File: src/hw/rtl/ptc_pkg.sv
// Shared types and constants for the pressure and temperature compensation block.
// Used by the divider cells, the divider chain and the top level. No dependencies.
package ptc_pkg;

    // Divider chain geometry: one quotient bit per cell.
    localparam int DIV_STEPS = 32;
    localparam int DIV_NW    = 32;
    localparam int DIV_DW    = 18;
    localparam int PASS_W    = 40;

    // Configuration data width (widest register).
    localparam int CFG_DW = 48;

    // One slot of a divider chain together with the data riding along with it.
    typedef struct packed {
        logic              vld;
        logic [DIV_DW-1:0] rem;
        logic [DIV_NW-1:0] nq;
        logic [DIV_DW-1:0] den;
        logic [PASS_W-1:0] pass;
    } t_div_lane;

    // Configuration register indexes.
    typedef enum logic [2:0] {
        CFG_AC123 = 3'd0,
        CFG_AC456 = 3'd1,
        CFG_B1B2  = 3'd2,
        CFG_MCMD  = 3'd3,
        CFG_OSS   = 3'd4
    } t_cfg_idx;

    // Register values after reset (default calibration, oversampling 0).
    localparam logic [47:0] RST_AC123 = 48'd1756636956625;
    localparam logic [47:0] RST_AC456 = 48'd140623671024241;
    localparam logic [31:0] RST_B1B2  = 32'd405667844;
    localparam logic [31:0] RST_MCMD  = 32'd3724086068;
    localparam logic [1:0]  RST_OSS   = 2'd0;

    // Compensation constants.
    localparam logic signed [4:0]  T_ROUND    = 5'sd8;
    localparam logic signed [15:0] T_MAX      = 16'sd32767;
    localparam logic signed [15:0] T_MIN      = -16'sd32768;
    localparam logic signed [12:0] B6_OFFSET  = 13'sd4000;
    localparam logic signed [2:0]  RND_TWO    = 3'sd2;
    localparam logic signed [2:0]  RND_THREE  = 3'sd3;
    localparam logic [31:0]        W_OFFSET   = 32'd32768;
    localparam logic [15:0]        P_SCALE    = 16'd50000;
    localparam logic [11:0]        P_C1       = 12'd3038;
    localparam logic signed [13:0] P_C2       = -14'sd7357;
    localparam logic signed [12:0] P_C3       = 13'sd3791;
    localparam logic signed [18:0] PA_MAX     = 19'sd262143;

endpackage

File: src/hw/rtl/ptc_div_cell.sv
// One restoring division step: produces one quotient bit and passes the slot on.
// Depends on ptc_pkg for the lane type and widths.
module ptc_div_cell import ptc_pkg::*; (
    input  logic      i_clk,
    input  logic      i_rst_n,
    input  logic      i_en,
    input  t_div_lane i_lane,
    output t_div_lane o_lane
);

    logic [DIV_DW:0] trial;
    logic [DIV_DW:0] diff;
    logic            fits;
    t_div_lane       r_lane;
    t_div_lane       n_lane;

    // Bring down the next dividend bit and try to subtract the divisor.
    assign trial = {i_lane.rem, i_lane.nq[DIV_NW-1]};
    assign diff  = trial - {1'b0, i_lane.den};
    assign fits  = trial >= {1'b0, i_lane.den};

    always_comb begin
        n_lane     = i_lane;
        n_lane.rem = fits ? diff[DIV_DW-1:0] : trial[DIV_DW-1:0];
        n_lane.nq  = {i_lane.nq[DIV_NW-2:0], fits};
    end

    // Slot register; only the valid bit is cleared by reset.
    always_ff @(posedge i_clk) begin
        if (!i_rst_n) begin
            r_lane.vld <= 1'b0;
        end else if (i_en) begin
            r_lane <= n_lane;
        end
    end

    assign o_lane = r_lane;

endmodule

File: src/hw/rtl/ptc_divider.sv
// Unsigned divider built as a row of restoring cells, one quotient bit per cell.
// Depends on ptc_pkg and ptc_div_cell.
module ptc_divider import ptc_pkg::*; (
    input  logic      i_clk,
    input  logic      i_rst_n,
    input  logic      i_en,
    input  t_div_lane i_lane,
    output t_div_lane o_lane
);

    t_div_lane w_lane [DIV_STEPS+1];

    assign w_lane[0] = i_lane;

    // Each cell hands its slot to the next one every cycle while i_en is high.
    for (genvar g = 0; g < DIV_STEPS; g++) begin : g_cell
        ptc_div_cell u_cell (
            .i_clk  (i_clk),
            .i_rst_n(i_rst_n),
            .i_en   (i_en),
            .i_lane (w_lane[g]),
            .o_lane (w_lane[g+1])
        );
    end

    assign o_lane = w_lane[DIV_STEPS];

endmodule

File: config.mk
export PLATFORM = sky130hd
export DESIGN_NAME = ptc_divider
export DESIGN_NICKNAME = d
export VERILOG_FILES = /design/src/hw/rtl/ptc_pkg.sv /design/src/hw/rtl/ptc_div_cell.sv /design/src/hw/rtl/ptc_divider.sv
export SDC_FILE = /design/constraint.sdc
export NUM_CORES = 2
export LEC_CHECK = 0
export ABC_AREA = 1
export ABC_CLOCK_PERIOD_IN_PS = 5100
export BUFFER_PORTS_ARGS = -buffer_cell sky130_fd_sc_hd__clkbuf_2
export CAP_MARGIN = 5
export CELL_PAD_IN_SITES_DETAIL_PLACEMENT = 0
export CELL_PAD_IN_SITES_GLOBAL_PLACEMENT = 1
export CORE_MARGIN = 2
export CORE_UTILIZATION = 52
export DETAILED_ROUTE_END_ITERATION = 10
export PLACE_DENSITY_LB_ADDON = 0.1
export SYNTH_ARGS = -nofsm -noshare
export SYNTH_HDL_FRONTEND = slang
export SYNTH_HIERARCHICAL = 1
export SYNTH_SLANG_ARGS = --single-unit
export TNS_END_PERCENT = 20
File: constraint.sdc
create_clock -name i_clk -period 5.1 [get_ports i_clk]
set_input_delay 1.53 -clock i_clk [delete_from_list [all_inputs] [get_ports i_clk]]
set_output_delay 1.53 -clock i_clk [all_outputs]
set_load 0.05 [all_outputs]
* Yosys cells after proc, flatten, opt, wreduce, memory -nomap -nowiden
Cells that the tools add are included.
Cells by class: add/subtract/negate cells 32, multiply operators 0, div/mod/pow operators 0, magnitude comparators 32, equal/unequal tests 0, shifts and indexed selects 0, multiplexer cells 32, bitwise logic cells 0, reductions and logical operators 1
Operators with widths (number):
- greater-or-equal comparator 19 x 18 -> 1 bit | 32
- 2-to-1 mux 18 bit | 32
- subtractor 18 bit | 32
- AND reduction 2 bit | 1
Storage, ports and cells: register bits 3488, latch bits 0, RAM bits 0, memory bits (read-only) 0, bits of input ports 112, output and inout bits 109, word-level logic and storage cells 257, memories 0

* Longest topological paths before layout
depth in word-level cells 2, gate-level depth with buffers 14, mapped depth without buffers 14

* Modules after synthesis
The synthesis kept the hierarchy.
Modules (own cells, without submodules):
- ptc_div_cell (g_cell[0].u_cell ...) | instances 31, cells each 404, area an instance 4840.9 µm², seq. area each 3263.1 µm²
- ptc_div_cell (g_cell[22].u_cell) | instances 1, cells each 405, area an instance 4774.6 µm², seq. area each 3263.1 µm²

* Worst setup path after synthesis
Ideal clock, no wire load.
path kind in2reg, from input i_rst_n, to register g_cell[0].u_cell.r_lane (netlist bit g_cell[0].u_cell/o_lane[0]), enable pin, setup time 0.461 ns, data arrival time 3.651 ns, required time 4.639 ns, path slack 0.988 ns, stages 2, cells stage by stage nand2_1 > inv_1
Between the ends: longest elaborated chain between the ends 1
RTL lines:
- start: declaration | RTL line ptc_divider.sv:5 | input logic i_rst_n,
- AND reduction 2 bit (no source line)
- end signal: assignment | RTL line ptc_div_cell.sv:33 | r_lane <= n_lane;
- end: declaration | RTL line ptc_div_cell.sv:14 | t_div_lane r_lane;
No other way between the ends. A chain may end at the register's enable or synchronous reset.

* Worst setup path in the final report
from register g_cell[31].u_cell.r_lane (netlist bit g_cell[31].u_cell/o_lane[37]), to output o_lane[37] (netlist name)
RTL lines:
- start: declaration | RTL line ptc_div_cell.sv:14
- start signal: assignment | RTL line ptc_div_cell.sv:33
- end: declaration | RTL line ptc_divider.sv:8 | output t_div_lane o_lane
No word-level cell between the ends.

==> summary.md <==
| Metric | Value |
|---|---|
| Resize count post-CTS | `0` |
| RSZ-0062 raised after global routing | `no` |
| Post-Synth Simple-Gate Area | `19.16%` |
| Die Area | `0.3022 mm2` |
| Die Span Y | `549.7 um` |
| DRT Pass-1 Iters | `6` |
| CTS clk-pin slew, worst paths | `0.06 ns` |
| Crit. path cell count | `1` |
| Critical Path Start Type | `register` |
| Multiplexer area fraction after synthesis | `0%` |
| Total negative slack | `0 ns` |
| Max reg flops | `3488` |
| Post-Syn Nets | `13650` |
| Area of the core | `0.2965 mm2` |
| Fin nets | `14180` |
| Worst slew pin tran | `1.117 ns` |
| Post-synthesis compound-gate area fraction | `1.917%` |
| Final slew viol count | `0` |
| Slowest CP cell | `edfxtp_1` |
| XOR/XNOR share of the synthesized area | `1.448%` |
| H-tree levels | `5` |
| Vias in the first global route | `90650` |
| Cell area after synthesis | `0.1548 mm2` |
| Storage cell area | `0.1044 mm2` |
| Critical Path Max Stage Delay | `0.51 ns` |
| Placer's final routability congestion estimate | `0.9276` |
| Main combinational cell family by area after synthesis | `simple AND/OR/NAND/NOR gates` |
| MaxCap Viol Count | `0` |
| Share of cells above drive strength 1 | `13.74%` |
| Ys Warns | `6` |
| WP data required | `3.57 ns` |
| Fill count | `24150` |
| Row cnt | `200` |
| Final Hold Vio Count | `0` |
| Most frequent cells in the layout | `edfxtp_1, nand2_1, inv_1, nand3_1, nor2_1` |
| Worst-Skew Late Latency | `0.93 ns` |
| Vias | `91310` |
| CP endpoint | `o_lane[37]` |
| IO buf count | `220` |
| Hold-fix buffers, CTS | `0` |
| CP Capture Type | `primary output` |
| # IOs | `221` |
| Fmax | `0.3037 GHz` |
| Clk sink count | `3488` |
| Pin count of the biggest net entering global routing | `109` |
| Wire per inst | `20.66 um` |
| Sequential fraction of the synthesis area | `67.44%` |
| Syn Inst Count | `12930` |
| Crit path cell chain | `clkbuf_2` |
| Peak VDD IR | `0.3145 mV` |
| Hold path start | `g_cell[14].u_cell/o_lane[7]$_DFFE_PP_` |
| Drt drc | `0` |
| Synth Register Bits | `3488` |
| Initial antenna violation count | `5` |
| Pwr Density | `391.0 mW/mm2` |
| Clock buffer depth | `4` |
| Fin crit period | `3.293 ns` |
| Die W | `549.7 um` |
| Critical path buffer and inverter count | `1` |
| Final setup fails | `0` |
| Critical Path Start | `g_cell[31].u_cell/o_lane[37]$_DFFE_PP_` |
| WP data arrival | `1.76 ns` |
| R2r startpoint | `g_cell[27].u_cell/o_lane[54]$_DFFE_PP_` |
| Final Skew | `0.06311 ns` |
| Root Driver | `clkbuf_16` |
| Mean Syn Cell Area | `11.98 um2` |
| Adder-Cell Fraction of Synth Area | `5.068%` |
| Critical path peak fanout | `1` |
| Synth cell types | `32` |
| Global-route wire length before repair | `550700 um` |
| Post-route ant nets | `0` |
| Multi-input gate area | `0.04272 mm2` |
| TritonCTS clock tree | `done` |
| Layout Area Growth over Synthesis | `11.22%` |
| Status | `finished clean` |
| Static leakage | `70.63 nW` |
| Fin crit share | `64.56%` |
| Drt via density | `5.163` |
| DRT iter0 DRCs | `6815` |
| CP delay by family, top | `flip-flops` |
| Worst Reg-to-Reg Cells | `8` |
| Final Core Density | `58.08%` |
| Global Route Usage Sum | `24.11%` |
| Num CTS Buffers | `351` |
| Slew margin rel. | `25.54%` |
| Critical R2R Capture | `g_cell[28].u_cell/o_lane[107]$_DFFE_PP_` |
| Type of the worst setup path | `register to primary output` |
| Commonest non-fill, non-tap cell in the layout | `edfxtp_1` |
| Postcts setup bufs | `0` |
| Routed WL | `365400 um` |
| Final HPWL DP | `280900 um` |
| Initial Util | `52.22%` |
| HP Class | `register to register` |
| GR Overflow Total | `0` |
| Flop2flop setup slack | `2.19 ns` |
-- layout make-up --
type	count	share of cell area (%)
antenna	3	0.004359
clock buffer	418	5.271
clock inverter	220	1.377
inverter	1701	3.754
multi-input combinational	7612	24.81
sequential	3488	60.63
tap	3939	2.862
timing repair buffer	305	1.293
-- worst reg2reg max path: stages (launching register included) --
cell and delay, ns:
edfxtp_1 0.41, inv_1 0.11, ha_1 0.38, a21oi_1 0.28
nand2_1 0.18, a21oi_1 0.21, nand4_2 0.65, nand3_1 0.34
nand2_1 0.11
-- cell families (layout without fill, tap and decap cells) --
group,after synthesis,count (layout)
AND/OR/NAND/NOR,6267,6267
flip-flops,3488,3488
buffers and inverters,1829,2644
adder cells (fa/ha/maj),608,608
AO/OA/AOI/OAI,481,481
XOR/XNOR,256,256
other,0,3
-- Yosys cell counts, drive strengths merged --
library cell | count | area share (%)
nand4 | 33 | 0.26
fa | 32 | 0.41
o21ai | 96 | 0.31
nor3 | 96 | 0.41
o21bai | 32 | 0.16
nand3 | 1091 | 4.2
nand3b | 285 | 1.4
ha | 576 | 4.7
dfxtp | 32 | 0.41
and2 | 31 | 0.13
nand2 | 3842 | 10
or2 | 62 | 0.25
nor2 | 827 | 2.4
xor2 | 256 | 1.4
inv | 1701 | 4.1
a21oi | 353 | 1.5
buf | 128 | 0.85
edfxtp | 3456 | 67
-- report_power, final --
group	switching (W)	total, W	leakage [nW]	internal [W]
combinational	0.00550	0.00806	32.4	0.00256
clock	0.0107	0.0252	5.53	0.0144
sequential	0.000855	0.0341	32.7	0.0333
total	0.0171	0.0673	70.6	0.0503
-- layer usage --
layer,vias to the layer above,part of all wire [%],GRT usage [%]
met5,-,0.0074,0
met3,507,4.3,2.892
li1,44780,-,-
met1,43930,42,30.95
met2,2088,51,42.77
met4,4,3.0,7.228
-- worst min path at each step --
stage	to	depth (start not counted)
floorplan	g_cell[10].u_cell/o_lane[0]$_DFFE_PP_	0
global placement	g_cell[11].u_cell/o_lane[17]$_DFFE_PP_	0
detailed placement	g_cell[11].u_cell/o_lane[36]$_DFFE_PP_	0
CTS	g_cell[15].u_cell/o_lane[37]$_DFFE_PP_	0
global route	g_cell[26].u_cell/o_lane[33]$_DFFE_PP_	0
finish	g_cell[15].u_cell/o_lane[7]$_DFFE_PP_	0
-- metrics by stage --
step,total power (W),area (um2),setup slack (ns),cells,hold WS [ns]
2_1_floorplan,0.04028,154800,0.9880,12930,0.4003
3_3_place_gp,0.04270,160800,1.146,17050,0.4000
3_5_place_dp,0.04274,160800,1.202,17050,0.4045
4_1_cts,0.06803,172200,1.740,17680,0.3696
5_1_grt,0.07020,172200,1.764,17680,0.3928
6_report,0.06734,172200,1.807,17690,0.3768
Power figures use the tool's default switching activity.
